--- src/design/clx_pkg.sv ---
// Shared types, codes and keyword table for the token lexer.
package clx_pkg;

    // Identifiers keep at most IDENT_CAPACITY-1 characters.
    localparam int IDENT_CAPACITY = 8;
    localparam logic [2:0] IDENT_MAX = 3'(IDENT_CAPACITY - 1);

    typedef enum logic [4:0] {
        TK_END        = 5'd0,
        TK_INTEGER    = 5'd1,
        TK_IDENT      = 5'd2,
        TK_KW_INT     = 5'd3,
        TK_KW_IF      = 5'd4,
        TK_KW_ELSE    = 5'd5,
        TK_KW_WHILE   = 5'd6,
        TK_KW_RETURN  = 5'd7,
        TK_MINUS      = 5'd8,
        TK_PLUS       = 5'd9,
        TK_MULTIPLY   = 5'd10,
        TK_DIVIDE     = 5'd11,
        TK_LPAREN     = 5'd12,
        TK_RPAREN     = 5'd13,
        TK_ASSIGN     = 5'd14,
        TK_EQUALS     = 5'd15,
        TK_SEMICOLON  = 5'd16,
        TK_UNKNOWN    = 5'd17
    } clx_kind_t;

    typedef enum logic [2:0] {
        CC_SPACE   = 3'd0,
        CC_NEWLINE = 3'd1,
        CC_DIGIT   = 3'd2,
        CC_ALPHA   = 3'd3,
        CC_SLASH   = 3'd4,
        CC_EQUALS  = 3'd5,
        CC_SINGLE  = 3'd6,
        CC_EOI     = 3'd7
    } clx_class_t;

    typedef enum logic [2:0] {
        MODE_IDLE    = 3'd0,
        MODE_NUM     = 3'd1,
        MODE_IDENT   = 3'd2,
        MODE_SLASH   = 3'd3,
        MODE_EQ      = 3'd4,
        MODE_COMMENT = 3'd5
    } clx_mode_t;

    typedef struct packed {
        logic       end_of_input;
        logic [7:0] character;
    } clx_in_t;

    typedef struct packed {
        clx_kind_t   token_kind;
        logic [31:0] integer_value;
        logic [55:0] ident_text;
        logic [2:0]  ident_length;
        logic        last_of_run;
    } clx_out_t;

    // Classified item as it sits in the queue between front and back.
    typedef struct packed {
        clx_class_t cls;
        logic [7:0] ch;
        clx_kind_t  op_kind;
    } clx_entry_t;

    localparam logic [55:0] KW_INT_TEXT    = 56'h00_0000_0074_6E69;
    localparam logic [55:0] KW_IF_TEXT     = 56'h00_0000_0000_6669;
    localparam logic [55:0] KW_ELSE_TEXT   = 56'h00_0000_6573_6C65;
    localparam logic [55:0] KW_WHILE_TEXT  = 56'h00_0065_6C69_6877;
    localparam logic [55:0] KW_RETURN_TEXT = 56'h00_4E52_5554_4552;

    function automatic clx_kind_t keyword_kind(input logic [55:0] text,
                                               input logic [2:0]  len);
        clx_kind_t k;
        k = TK_IDENT;
        if (len == 3'd3 && text == KW_INT_TEXT) begin
            k = TK_KW_INT;
        end else if (len == 3'd2 && text == KW_IF_TEXT) begin
            k = TK_KW_IF;
        end else if (len == 3'd4 && text == KW_ELSE_TEXT) begin
            k = TK_KW_ELSE;
        end else if (len == 3'd5 && text == KW_WHILE_TEXT) begin
            k = TK_KW_WHILE;
        end else if (len == 3'd6 && text == KW_RETURN_TEXT) begin
            k = TK_KW_RETURN;
        end
        return k;
    endfunction

endpackage

--- src/design/c_subset_token_lexer.sv ---
// Top level of the streaming lexer: front classifier, queue, scanner back end.
// One source byte (or an end-of-input mark) per item, one token per result item. Items are
// taken one per clock while the queue has room; an item that both closes a pending token and
// makes a token of its own (or an end mark after a pending token) yields two results and holds
// the scanner until the second moves to the output register, while the QUEUE_DEPTH-entry queue
// behind the front keeps taking items. The scanner state (mode, 32-bit accumulator, identifier
// buffer) is updated once per item, so that one state loop sets the rate. A token reaches m_
// only after its item has been written into the queue and then registered in the output stage.
module c_subset_token_lexer import clx_pkg::*; #(
    parameter int QUEUE_DEPTH = 4
) (
    input  logic     aclk,
    input  logic     aresetn,
    input  logic     s_valid,
    output logic     s_ready,
    input  clx_in_t  s_data,
    output logic     m_valid,
    input  logic     m_ready,
    output clx_out_t m_data
);

    logic       push;
    logic       q_full;
    logic       q_valid;
    logic       pop;
    clx_entry_t push_entry;
    clx_entry_t q_entry;

    clx_front u_front (
        .s_valid    (s_valid),
        .s_ready    (s_ready),
        .s_data     (s_data),
        .q_full     (q_full),
        .push       (push),
        .push_entry (push_entry)
    );

    clx_queue #(
        .DEPTH (QUEUE_DEPTH)
    ) u_queue (
        .aclk     (aclk),
        .aresetn  (aresetn),
        .wr_en    (push),
        .wr_entry (push_entry),
        .full     (q_full),
        .rd_en    (pop),
        .rd_valid (q_valid),
        .rd_entry (q_entry)
    );

    clx_back u_back (
        .aclk    (aclk),
        .aresetn (aresetn),
        .q_valid (q_valid),
        .q_entry (q_entry),
        .pop     (pop),
        .m_valid (m_valid),
        .m_ready (m_ready),
        .m_data  (m_data)
    );

endmodule

--- src/design/clx_front.sv ---
// Front end: takes input items and classifies each character.
module clx_front import clx_pkg::*; (
    input  logic       s_valid,
    output logic       s_ready,
    input  clx_in_t    s_data,
    input  logic       q_full,
    output logic       push,
    output clx_entry_t push_entry
);

    logic [7:0] c;

    assign c       = s_data.character;
    assign s_ready = !q_full;
    assign push    = s_valid && !q_full;

    always_comb begin
        push_entry.ch      = c;
        push_entry.op_kind = TK_UNKNOWN;
        push_entry.cls     = CC_SINGLE;
        priority if (s_data.end_of_input) begin
            push_entry.cls = CC_EOI;
        end else if (c == 8'h0A) begin
            push_entry.cls = CC_NEWLINE;
        end else if (c == 8'h20 || (c >= 8'h09 && c <= 8'h0D)) begin
            push_entry.cls = CC_SPACE;
        end else if (c >= 8'h30 && c <= 8'h39) begin
            push_entry.cls = CC_DIGIT;
        end else if ((c >= 8'h61 && c <= 8'h7A) || (c >= 8'h41 && c <= 8'h5A)
                     || c == 8'h5F) begin
            push_entry.cls = CC_ALPHA;
        end else if (c == 8'h2F) begin
            push_entry.cls = CC_SLASH;
        end else if (c == 8'h3D) begin
            push_entry.cls = CC_EQUALS;
        end else if (c == 8'h2D) begin
            push_entry.op_kind = TK_MINUS;
        end else if (c == 8'h2B) begin
            push_entry.op_kind = TK_PLUS;
        end else if (c == 8'h2A) begin
            push_entry.op_kind = TK_MULTIPLY;
        end else if (c == 8'h28) begin
            push_entry.op_kind = TK_LPAREN;
        end else if (c == 8'h29) begin
            push_entry.op_kind = TK_RPAREN;
        end else if (c == 8'h3B) begin
            push_entry.op_kind = TK_SEMICOLON;
        end else begin
            push_entry.op_kind = TK_UNKNOWN;
        end
    end

endmodule

--- src/design/clx_queue.sv ---
// Short register queue between the classifying front and the scanning back.
module clx_queue import clx_pkg::*; #(
    parameter int DEPTH = 4
) (
    input  logic       aclk,
    input  logic       aresetn,
    input  logic       wr_en,
    input  clx_entry_t wr_entry,
    output logic       full,
    input  logic       rd_en,
    output logic       rd_valid,
    output clx_entry_t rd_entry
);

    localparam int PTR_W = (DEPTH > 1) ? $clog2(DEPTH) : 1;
    localparam int CNT_W = $clog2(DEPTH + 1);
    localparam logic [PTR_W-1:0] LAST_PTR = PTR_W'(DEPTH - 1);
    localparam logic [CNT_W-1:0] FULL_CNT = CNT_W'(DEPTH);

    clx_entry_t       mem_reg [DEPTH];
    logic [PTR_W-1:0] wr_ptr_reg, wr_ptr_next;
    logic [PTR_W-1:0] rd_ptr_reg, rd_ptr_next;
    logic [CNT_W-1:0] count_reg, count_next;

    assign full     = (count_reg == FULL_CNT);
    assign rd_valid = (count_reg != '0);
    assign rd_entry = mem_reg[rd_ptr_reg];

    always_comb begin
        wr_ptr_next = wr_ptr_reg;
        rd_ptr_next = rd_ptr_reg;
        count_next  = count_reg;
        if (wr_en) begin
            wr_ptr_next = (wr_ptr_reg == LAST_PTR) ? '0 : wr_ptr_reg + 1'b1;
        end
        if (rd_en) begin
            rd_ptr_next = (rd_ptr_reg == LAST_PTR) ? '0 : rd_ptr_reg + 1'b1;
        end
        if (wr_en && !rd_en) begin
            count_next = count_reg + 1'b1;
        end else if (rd_en && !wr_en) begin
            count_next = count_reg - 1'b1;
        end
    end

    always_ff @(posedge aclk) begin
        if (!aresetn) begin
            wr_ptr_reg <= '0;
            rd_ptr_reg <= '0;
            count_reg  <= '0;
        end else begin
            wr_ptr_reg <= wr_ptr_next;
            rd_ptr_reg <= rd_ptr_next;
            count_reg  <= count_next;
        end
    end

    always_ff @(posedge aclk) begin
        if (wr_en) begin
            mem_reg[wr_ptr_reg] <= wr_entry;
        end
    end

    a_no_overflow: assert property (@(posedge aclk) disable iff (!aresetn)
        count_reg <= FULL_CNT)
        else $error("queue count beyond depth");

    a_push_grows: assert property (@(posedge aclk) disable iff (!aresetn)
        wr_en && !rd_en |=> count_reg == $past(count_reg) + 1'b1)
        else $error("queue count did not grow on push");

endmodule

--- src/design/clx_back.sv ---
// Back end: scanner state machine, token assembly and output staging.
module clx_back import clx_pkg::*; (
    input  logic       aclk,
    input  logic       aresetn,
    input  logic       q_valid,
    input  clx_entry_t q_entry,
    output logic       pop,
    output logic       m_valid,
    input  logic       m_ready,
    output clx_out_t   m_data
);

    clx_mode_t   mode_reg, mode_next;
    logic [31:0] acc_reg, acc_next;
    logic [55:0] buf_reg, buf_next;
    logic [2:0]  count_reg, count_next;

    logic        m_valid_reg;
    clx_out_t    m_data_reg;
    logic        hold_valid_reg;
    clx_out_t    hold_reg;

    clx_out_t    flush_tok, start_tok, tok0, tok1;
    logic        flush_hit, start_hit;
    logic [1:0]  n_tok;
    logic        out_free;
    logic [31:0] acc_times_ten;
    logic        in_word;

    assign acc_times_ten = {acc_reg[28:0], 3'b000} + {acc_reg[30:0], 1'b0};

    // True when the item continues the pending token instead of ending it.
    always_comb begin
        unique case (mode_reg)
            MODE_NUM:     in_word = (q_entry.cls == CC_DIGIT);
            MODE_IDENT:   in_word = (q_entry.cls == CC_ALPHA);
            MODE_SLASH:   in_word = (q_entry.cls == CC_SLASH);
            MODE_EQ:      in_word = (q_entry.cls == CC_EQUALS);
            MODE_COMMENT: in_word = 1'b1;
            default:      in_word = 1'b0;
        endcase
        if (q_entry.cls == CC_EOI) begin
            in_word = 1'b0;
        end
    end

    // Next scanner mode.
    always_comb begin
        mode_next = mode_reg;
        if (q_entry.cls == CC_EOI) begin
            mode_next = MODE_IDLE;
        end else if (in_word) begin
            unique case (mode_reg)
                MODE_SLASH:   mode_next = MODE_COMMENT;
                MODE_EQ:      mode_next = MODE_IDLE;
                MODE_COMMENT: mode_next = (q_entry.cls == CC_NEWLINE) ? MODE_IDLE
                                                                      : MODE_COMMENT;
                default:      mode_next = mode_reg;
            endcase
        end else begin
            unique case (q_entry.cls)
                CC_DIGIT:  mode_next = MODE_NUM;
                CC_ALPHA:  mode_next = MODE_IDENT;
                CC_SLASH:  mode_next = MODE_SLASH;
                CC_EQUALS: mode_next = MODE_EQ;
                default:   mode_next = MODE_IDLE;
            endcase
        end
    end

    // Tokens and datapath updates for the item at the head of the queue.
    always_comb begin
        flush_tok  = '0;
        start_tok  = '0;
        flush_hit  = 1'b0;
        start_hit  = 1'b0;
        acc_next   = acc_reg;
        buf_next   = buf_reg;
        count_next = count_reg;

        unique case (mode_reg)
            MODE_NUM: begin
                flush_hit               = 1'b1;
                flush_tok.token_kind    = TK_INTEGER;
                flush_tok.integer_value = acc_reg;
            end
            MODE_IDENT: begin
                flush_hit              = 1'b1;
                flush_tok.token_kind   = keyword_kind(buf_reg, count_reg);
                flush_tok.ident_text   = buf_reg;
                flush_tok.ident_length = count_reg;
            end
            MODE_SLASH: begin
                flush_hit            = 1'b1;
                flush_tok.token_kind = TK_DIVIDE;
            end
            MODE_EQ: begin
                flush_hit            = 1'b1;
                flush_tok.token_kind = TK_ASSIGN;
            end
            default: begin
                flush_hit = 1'b0;
            end
        endcase

        unique case (q_entry.cls)
            CC_DIGIT: begin
                acc_next = {28'd0, q_entry.ch[3:0]};
            end
            CC_ALPHA: begin
                buf_next   = {48'd0, q_entry.ch};
                count_next = 3'd1;
            end
            CC_SINGLE: begin
                start_hit            = 1'b1;
                start_tok.token_kind = q_entry.op_kind;
            end
            CC_EOI: begin
                start_hit            = 1'b1;
                start_tok.token_kind = TK_END;
                acc_next             = '0;
                buf_next             = '0;
                count_next           = '0;
            end
            default: begin
                start_hit = 1'b0;
            end
        endcase

        if (in_word) begin
            flush_hit  = 1'b0;
            start_hit  = 1'b0;
            acc_next   = acc_reg;
            buf_next   = buf_reg;
            count_next = count_reg;
            if (mode_reg == MODE_NUM) begin
                acc_next = acc_times_ten + {28'd0, q_entry.ch[3:0]};
            end else if (mode_reg == MODE_IDENT && count_reg < IDENT_MAX) begin
                buf_next[{count_reg, 3'b000} +: 8] = q_entry.ch;
                count_next = count_reg + 3'd1;
            end else if (mode_reg == MODE_EQ) begin
                start_hit            = 1'b1;
                start_tok.token_kind = TK_EQUALS;
            end
        end

        n_tok = {1'b0, flush_hit} + {1'b0, start_hit};
        tok0  = flush_hit ? flush_tok : start_tok;
        tok1  = start_tok;
        tok0.last_of_run = !(flush_hit && start_hit);
        tok1.last_of_run = 1'b1;
    end

    assign out_free = !m_valid_reg || m_ready;
    assign pop      = q_valid && !hold_valid_reg && (n_tok == 2'd0 || out_free);
    assign m_valid  = m_valid_reg;
    assign m_data   = m_data_reg;

    always_ff @(posedge aclk) begin
        if (!aresetn) begin
            mode_reg       <= MODE_IDLE;
            acc_reg        <= '0;
            buf_reg        <= '0;
            count_reg      <= '0;
            m_valid_reg    <= 1'b0;
            hold_valid_reg <= 1'b0;
        end else begin
            if (pop) begin
                mode_reg  <= mode_next;
                acc_reg   <= acc_next;
                buf_reg   <= buf_next;
                count_reg <= count_next;
            end
            if (out_free) begin
                if (hold_valid_reg) begin
                    m_valid_reg    <= 1'b1;
                    hold_valid_reg <= 1'b0;
                end else begin
                    m_valid_reg    <= pop && (n_tok != 2'd0);
                    hold_valid_reg <= pop && (n_tok == 2'd2);
                end
            end
        end
    end

    // Payload staging; second token of a pair waits in the hold register.
    always_ff @(posedge aclk) begin
        if (out_free) begin
            if (hold_valid_reg) begin
                m_data_reg <= hold_reg;
            end else if (pop && n_tok != 2'd0) begin
                m_data_reg <= tok0;
                hold_reg   <= tok1;
            end
        end
    end

    a_hold_behind_out: assert property (@(posedge aclk) disable iff (!aresetn)
        hold_valid_reg |-> m_valid_reg)
        else $error("second token staged with no first token out");

    a_pair_marks: assert property (@(posedge aclk) disable iff (!aresetn)
        hold_valid_reg |-> !m_data_reg.last_of_run && hold_reg.last_of_run)
        else $error("last_of_run wrong on a token pair");

    a_end_is_last: assert property (@(posedge aclk) disable iff (!aresetn)
        m_valid_reg && m_data_reg.token_kind == TK_END |-> m_data_reg.last_of_run)
        else $error("end token not marked last");

    a_eoi_idles: assert property (@(posedge aclk) disable iff (!aresetn)
        pop && q_entry.cls == CC_EOI |=> mode_reg == MODE_IDLE && count_reg == 3'd0)
        else $error("end of input did not return scanner to idle");

endmodule

--- config.mk ---
export PLATFORM = sky130hd
export DESIGN_NAME = c_subset_token_lexer
export DESIGN_NICKNAME = d
export VERILOG_FILES = /design/src/design/clx_pkg.sv /design/src/design/c_subset_token_lexer.sv /design/src/design/clx_front.sv /design/src/design/clx_queue.sv /design/src/design/clx_back.sv
export SDC_FILE = /design/constraint.sdc
export NUM_CORES = 1
export LEC_CHECK = 0
export BUFFER_PORTS_ARGS = -buffer_cell sky130_fd_sc_hd__clkbuf_2
export CELL_PAD_IN_SITES_DETAIL_PLACEMENT = 1
export CELL_PAD_IN_SITES_GLOBAL_PLACEMENT = 2
export CORE_ASPECT_RATIO = 1.5
export CORE_MARGIN = 8
export CORE_UTILIZATION = 37
export DETAILED_ROUTE_END_ITERATION = 6
export PLACE_DENSITY = 0.86
export REMOVE_ABC_BUFFERS = 1
export SLEW_MARGIN = 40
export SYNTH_ARGS = -nofsm -noshare
export SYNTH_HDL_FRONTEND = slang
export SYNTH_SLANG_ARGS = --single-unit
--- constraint.sdc ---
create_clock -name aclk -period 6.24 [get_ports aclk]
set_input_delay 0.624 -clock aclk [delete_from_list [all_inputs] [get_ports aclk]]
set_output_delay 0.624 -clock aclk [all_outputs]
set_load 0.005 [all_outputs]
==> Word-level counts from Yosys, hierarchy flattened <==
Memory sizes are Yosys's and may differ from the RTL's. A register that Yosys moved wholly into a read port is not among the register bits.
Cells that the tools add are included.
{ "op_classes": {"addsub": 9, "multipliers": 0, "div": 0, "n_lt_le_gt_ge": 9, "n_eq_ne": 41, "shift": 2, "mux": 72, "bitwise": 1, "n_reduce_logical": 43} }
{ "ops": {"columns": ["op", "count"], "rows": [
  ["two-way mux 97 bit", 3],
  ["two-way mux 56 bit", 3],
  ["one-hot mux 56 bit (2 select lines)", 1],
  ["two-way mux 5 bit", 20],
  ["two-way mux 32 bit", 3],
  ["== test 8 x 6 -> 1 bit (second input constant)", 9],
  ["one-hot mux 32 bit (2 select lines)", 1],
  ["two-way mux 59 bit", 1],
  ["bitwise mux 56 bit", 1],
  ["== test 56 x 15 -> 1 bit (second input constant)", 1],
  ["== test 56 x 23 -> 1 bit (second input constant)", 1],
  ["== test 56 x 31 -> 1 bit (second input constant)", 1],
  ["== test 56 x 39 -> 1 bit (second input constant)", 1],
  ["== test 56 x 47 -> 1 bit (second input constant)", 1],
  ["variable shift 8 x 8 -> 56 bit (first input constant)", 1],
  ["variable part select 8 x 8 -> 56 bit", 1],
  ["two-way mux 3 bit", 16],
  ["adder 32 bit", 1],
  ["adder 32 x 4 -> 32 bit", 1],
  ["== test 3 bit (second input constant)", 10],
  ["one-hot mux 5 bit (4 select lines)", 1],
  ["== test 3 x 2 -> 1 bit (second input constant)", 6],
  ["logical AND 1 bit", 18],
  [">= comparator 8 x 7 -> 1 bit (second input constant)", 2],
  ["other kinds (34)", 73]
]} }
{ "word_totals": {"regBits": 205, "latchBits": 0, "ram_bits": 64, "romBits": 0, "in_bits": 13, "word_cells": 193, "memories": 1} }
{ "mem_list": {"columns": ["memory", "words", "width", "rd", "rd_ports_with_merged_regs", "write_ports", "line", "text"], "rows": [
  ["u_queue.mem_reg", 4, 16, 1, 1, 1, "clx_queue.sv:20", "clx_entry_t mem_reg [DEPTH];"]
]} }

==> Longest topological paths before layout <==
Gate-level depths: netlist of run 1.
{ "depth": {"word_depth": 14, "mapped_depth": 17, "ltp_nobuf": 14} }

==> By module <==
Synthesis of run 1 repeated with hierarchy kept, for this count alone.
{ "hier_totals": {"hier_cells": 1229, "area_unflattened_um2": 13489.2} }
{ "modules_own_cells": {"columns": ["module", "n_inst", "cells_per_inst", "area_each_um2", "seq_area_each_um2"], "rows": [
  ["clx_back", 1, 1047, 10322.4, 4984.8],
  ["clx_queue", 1, 128, 2805.2, 2102.0],
  ["clx_front", 1, 54, 361.6, 0.0]
]} }

==> Worst setup path before layout of run 1 <==
OpenSTA, ideal clock, no wires.
{ "synth_path": {"kind": "register to register", "startpoint": "reg (tool-made name)", "endpoint": "reg u_back.m_data_reg, in the netlist u_back.m_data[0], enable pin", "setup_time_ns": 0.553, "t_arrival_ns": 6.362, "t_required_ns": 5.687, "setup_slack_ns": -0.675, "stages_incl_launch_ff": 13, "synth_period_minus_slack_ns": 6.915, "path_cell_list": "dfxtp_1 -> buf_6 -> mux4_2 -> buf_6 -> nand2b_4 -> a32o_1 -> o21ai_1 -> and2_1 -> buf_4 -> inv_4 -> nor2_1 -> nor2_1 -> nor2_1"} }
{ "synth_lines": {"columns": ["element", "line", "text"], "rows": [
  ["to (signal assigned)", "clx_back.sv:190", "m_data_reg <= hold_reg;"],
  ["to (signal assigned)", "clx_back.sv:192", "m_data_reg <= tok0;"],
  ["to (decl)", "clx_back.sv:19", "clx_out_t m_data_reg;"]
]} }

==> run_results.csv, run 1 <==
group,metric,value,unit
floorplanning,rows,84,
placed_design,post-dp-hpwl,25.0,mm
yosys,synth_warnings,0,
floorplanning,start_util,37.5,%
sta,tns,0,ns
yosys,synthCells,1143,
yosys,synth-edff-count,166,
clock_network,cts_root_buf,"clkbuf_16",
layout,n_antenna_cell,0,
sta,layout_setup_ws,1.47,ns
sta,post-route-min-period,4.77,ns
job,max_cap_viol_count,0,
critical_path,cp_num_buf_inv,1,
routing,wirelength,34.5,mm
layout,largest_reg_flops,97,
critical_path,path_common_cell,"fa_1",
sta,setup_viol_count_final,0,
placed_design,gp_congestion,0.889,
floorplanning,die_h,247,um
critical_path,crit_family,"compound AO/OA/AOI/OAI gates",
yosys,synth_commonest_cells,"edfxtp_1 (166), dfxtp_1 (105), and2_1 (98)",
yosys,synth.most_common_cell,"edfxtp_1",
clock_network,cts_max_level,1,
clock_network,cts_sinks,271,
clock_network,post_cts_buffers,0,
yosys,synth_seq_cells,271,
global_route,grt_pass1_vias,9948,
yosys,yosys.area.top_type,"edfxtp_1",
yosys,ys_seq_area_share,54.0,%
routing,wl_per_cell,19.9,um
yosys,synthFlopType,"edfxtp_1",
power_and_ir_drop,p_per_area,425,nW/um^2
routing,drt_iter0_drc,450,
critical_path,cp-end-kind,"register",
yosys,yosys.area.top_type_share,38.0,%
power_and_ir_drop,p_leak,5.84,nW
yosys,synthArstFlopShare,0,%
critical_path,crit_chain,"mux4_2 -> fa_1 -> inv_1 -> fa_1 -> nor2b_1 -> o211ai_1 -> a31o_2 -> a21oi_1 -> a41oi_1 -> o21ai_0 -> a31oi_1 -> xnor2_1 -> a32o_1",
routing,ant_nets,0,
global_route,overflow,0,
critical_path,slowest_stage,"dfxtp_1",
global_route,grt_use_total,16.5,%
layout,drive_gt1_share,17.2,%
sta,rsz0062_at_grt,"false",
hold_path,hold_path_class,"input port to register",
routing,viasPerCell,5.42,
clock_network,cts_buffer_depth,3,
power_and_ir_drop,finalPower,6.38,mW
clock_network,cts_buffers,27,
routing,drt-pass1-iter-count,4,
yosys,synth_area,13100,sq um
critical_path,critPathMaxFanout,11,
run_status,outcome,"finished clean",
sta,slew_violations,0,
sta,slew_headroom,43.9,%
yosys,ys_top_cells_by_area,"edfxtp_1 (38%), dfxtp_1 (16%), ha_1 (6.9%)",
sta,fin_skew,0.0101,ns
clock_network,ctsHoldBuffers,0,
yosys,synth.avg_cell_area,11.5,sq um
layout,syn2layout_area_growth,14.4,%
global_route,grt_pass1_wl,55.6,mm
floorplanning,die_area,41800,sq um
layout,finalNetCount,1325,
critical_path,start_kind,"register",
sta,worst_pin_slew,0.834,ns
clock_network,cts_resized,0,
sta,hold_viol,0,
critical_path,max_stage_delay,0.76,ns
global_route,antenna_found_initial,0,
hold_path,holdCritStartpoint,"s_data[6]",
global_route,grt_max_degree,57,
power_and_ir_drop,vdd_drop_max,0.224,mV
routing,vias,9368,
floorplanning,core_area,35000,sq um
placed_design,portBuffers,111,
critical_path,criticalPathCategory,"register to register",
sta,finalCritPeriodShare,76.4,%
yosys,synth_cell_types,79,
critical_path,cp.required,6.68,ns
placed_design,dp_slack,1.44,ns
clock_network,tritoncts,"done",
clock_network,clk_latency,0.54,ns
critical_path,arrival,5.20,ns
sta,max_clock_freq,210,MHz
routing,drc,0,
floorplanning,die_x,170,um
clock_network,path_clk_slew,0.06,ns
floorplanning,io_pins,112,
## worst reg2reg max path: stages (launching register included)
cell and delay, ns:
dfxtp_1 0.76, mux4_2 0.74, fa_1 0.56, inv_1 0.07, fa_1 0.47, nor2b_1 0.21, o211ai_1 0.15, a31o_2 0.30
a21oi_1 0.32, a41oi_1 0.23, o21ai_0 0.35, a31oi_1 0.15, xnor2_1 0.14, a32o_1 0.21
## area by class of cell
type | count | area (sq um)
inverter | 22 | 85.1
multi-input combinational | 791 | 5750
sequential | 271 | 7090
tap | 473 | 592
clock buffer | 35 | 727
timing repair buffer | 124 | 666
clock inverter | 14 | 96.3
fill | 3793 | 20000
## metal layers
| metal | global-route usage [%] | routed length, um | up-vias |
|---|---|---|---|
| li1 | - | - | 4471 |
| met5 | 0 | 0 | - |
| met1 | 18.7 | 13900 | 4683 |
| met4 | 5.87 | 973 | 0 |
| met2 | 30.9 | 18300 | 157 |
| met3 | 2.42 | 1330 | 57 |
## cells in the final DEF (no fill, tap or decap), types with 14 or more instances in the layout
cell / netlist / routed
nor2_1: 31 / 29
a22o_1: 33 / 33
a21o_1: 14 / 14
nand2b_1: 17 / 17
and2_1: 98 / 98
dfxtp_1: 105 / 105
clkbuf_16: 0 / 28
nand2_1: 97 / 97
mux4_2: 15 / 15
xnor2_1: 20 / 20
ha_1: 72 / 72
a32o_1: 16 / 16
a21oi_1: 47 / 46
a21boi_0: 24 / 24
clkbuf_2: 1 / 111
inv_1: 20 / 20
edfxtp_1: 166 / 166
nor3_1: 17 / 16
o21ai_0: 43 / 43
nand4_1: 20 / 20
nand3_1: 48 / 47
## cell families after synthesis
group	Yosys count	share of synthesized area, %
flip-flops	271	54.0
adder cells (fa/ha/maj)	75	7.33
buffers and inverters	81	2.56
multiplexers	20	2.99
AND/OR/NAND/NOR	422	18.1
XOR/XNOR	30	2.00
AO/OA/AOI/OAI	244	13.0
## stage by stage
stage | instances | hold WS, ns | utilization [%] | area [sq um]
finish | 1730 | 0.376 | 42.9 | 15000
global route | 1730 | 0.376 | 42.9 | 15000
CTS | 1730 | 0.363 | 42.8 | 15000
detailed placement | 1681 | 0.486 | 40.5 | 14200
global placement | 1681 | 0.475 | 40.4 | 14100
floorplan | 1084 | 0.440 | - | 12900
## worst paths after layout
kind	end	slack [ns]	cells after the start
worst min register to register	u_back.buf_reg[48]$_SDFFE_PN0P_	0.50	1
worst min-delay path	u_queue.mem_reg[3][11]$_DFFE_PP_	0.38	1
worst max-delay path	u_back.acc_reg[30]$_SDFFE_PN0P_	1.47	13
worst max register to register	u_back.acc_reg[30]$_SDFFE_PN0P_	1.47	13
## power breakdown
| group | switching (mW) | internal (mW) |
|---|---|---|
| combinational | 1.40 | 0.714 |
| clock | 0.702 | 0.832 |
| sequential | 0.221 | 2.52 |
| total | 2.32 | 4.06 |
Note: power is estimated with default switching activity, not from simulation.
==> run 2: changes to the inputs <==
Clock period 6.24 ns to 3.96 ns, I/O delays scaled along.
==> run_results.csv, run 2 (same netlist as run 1, synthesis figures left out) <==
group,metric,value,unit
power_and_ir_drop,p_switching,3.67,mW
layout,largest_reg_flops,97,
routing,wl_per_cell,20.0,um
global_route,grt_pass1_vias,9914,
clock_network,cts_root_buf,"clkbuf_16",
hold_path,holdPathStages,1,
placed_design,dpl_cell_area,14300,sq um
layout,final_common_cell,"edfxtp_1",
sta,setup_viol_count_final,0,
layout,seq_area,7090,sq um
floorplanning,io_pins,112,
critical_path,arrival,4.18,ns
global_route,overflow,0,
critical_path,worst-path-stages,10,
clock_network,cts_buffers,27,
sta,post-route-min-period,3.70,ns
global_route,grt_pass1_wl,55.6,mm
sta,slew_violations,0,
power_and_ir_drop,finalPower,10.4,mW
clock_network,cts_max_level,1,
critical_path,cp-end-kind,"register",
clock_network,cts_sinks,271,
power_and_ir_drop,p_leak,5.98,nW
layout,most-common-layout-cells,"edfxtp_1 (166), clkbuf_2 (111), dfxtp_1 (104), and2_1 (98), nand2_1 (97)",
critical_path,criticalPathCategory,"register to register",
layout,multiInputGateArea,5750,sq um
sta,slew_headroom,43.0,%
global_route,antenna_found_initial,0,
routing,vias,9430,
power_and_ir_drop,p_per_area,682,nW/um^2
floorplanning,core_area,35000,sq um
layout,drive_gt1_share,18.8,%
power_and_ir_drop,combinationalPowerShare,34.2,%
run_status,outcome,"finished clean",
critical_path,start_kind,"register",
clock_network,cts_buffer_depth,3,
routing,drc,0,
placed_design,post-dp-hpwl,26.0,mm
hold_path,hold_path_class,"input port to register",
sta,worst_pin_slew,0.848,ns
clock_network,tritoncts,"done",
critical_path,critPathMaxFanout,15,
power_and_ir_drop,vdd_drop_max,0.339,mV
layout,finalNetCount,1349,
global_route,grt_max_degree,57,
routing,wirelength,35.0,mm
critical_path,max_stage_delay,0.68,ns
clock_network,path_clk_slew,0.07,ns
layout,fill_cells,3770,
sta,hold_viol,0,
clock_network,clk_latency,0.54,ns
power_and_ir_drop,swShare,35.2,%
sta,fin_skew,0.0176,ns
sta,rsz0062_at_grt,"false",
job,max_cap_viol_count,0,
placed_design,portBuffers,111,
critical_path,worstRegToRegCells,10,
power_and_ir_drop,p_seq_share,41.0,%
sta,max_clock_freq,270,MHz
sta,finalCritPeriodShare,93.5,%
layout,n_antenna_cell,0,
routing,drt_iter0_drc,395,
routing,viasPerCell,5.38,
critical_path,cp_num_buf_inv,2,
floorplanning,die_area,41800,sq um
critical_path,crit_chain,"buf_4 -> mux4_2 -> nand2b_4 -> a32o_1 -> o21ai_1 -> and2_1 -> inv_4 -> or4_4 -> nor3_4 -> a22o_1",
clock_network,ctsHoldBuffers,0,
routing,drt-pass1-iter-count,4,
floorplanning,rows,84,
critical_path,slowest_stage,"mux4_2",
routing,ant_nets,0,
layout,syn2layout_area_growth,16.5,%
power_and_ir_drop,clkPwrFrac,24.8,%
floorplanning,die_h,247,um
power_and_ir_drop,internal_power,6.75,mW
placed_design,gp_congestion,0.885,
floorplanning,start_util,37.5,%
critical_path,cp.required,4.43,ns
global_route,grt_use_total,16.7,%
floorplanning,die_x,170,um
layout,final_area,15300,sq um
critical_path,crit_family,"simple AND/OR/NAND/NOR gates",
==> run 2: changes by cell type in the layout (fill, tap and decap cells not counted), moves of 2 or more <==
cell and delta:
buf_4 +21, bufinv_16 +3, o21ai_0 -3, clkbuf_8 +3, clkinv_4 -3, and3_1 +3
and3_2 -3, o21ai_1 +2, buf_6 +2, clkinv_2 -2
==> run 2: timing repair <==
action,CTS,global route
setup buffers,0,0
endpoints found under the hold margin,0,0
resized for setup,1,9
setup endpoints to repair,1,32
pin swaps,0,1
==> run 2: power groups by stage <==
stage               combinational, mW  clock, mW  sequential, mW
detailed placement               3.64          0            4.34
global placement                 3.53          0            4.29
finish                           3.56       2.59            4.27
global route                     3.92       2.75            4.35
CTS                              3.66       2.66            4.29
floorplan                        1.62          0            4.16
==> run 2: path summary, 6_finish.rpt <==
check | from | to | slack, ns
worst max-delay path | register | u_back.buf_reg[41]$_SDFFE_PN0P_ | 0.26
worst min register to register | u_back.buf_reg[0]$_SDFFE_PN0P_ | u_back.buf_reg[0]$_SDFFE_PN0P_ | 0.50
worst max register to register | register | u_back.buf_reg[41]$_SDFFE_PN0P_ | 0.26
worst min-delay path | s_data[6] | u_queue.mem_reg[2][11]$_DFFE_PP_ | 0.14
==> run 2: per-stage QoR <==
step / cells / util (%) / TNS [ns] / hold slack, ns / setup slack, ns
global placement: 1703 / 40.9 / 0 / 0.477 / 0.0702
CTS: 1754 / 43.5 / 0 / 0.101 / 0.00520
global route: 1754 / 43.6 / 0 / 0.126 / 0.0269
detailed placement: 1705 / 41.0 / 0 / 0.488 / 0.0151
finish: 1754 / 43.6 / 0 / 0.136 / 0.256
floorplan: 1084 / - / -363.24 / 0.440 / -3.49
==> run 2: routing by layer <==
metal	track usage, %	routed length (um)	vias to the layer above
met5	0	0	-
met4	6.37	1090	0
met3	2.40	1570	63
met2	32.0	18900	197
met1	18.0	13500	4641
li1	-	-	4529
==> run 2: area by class of cell <==
type                    count  area share, %
flip-flops and latches    271           46.4
repair buffers            148           5.67
well taps                 473           3.88
inverters                  22          0.557
clock buffers              36           4.84
multi-input cells         791           37.6
clock inverters            13           1.00
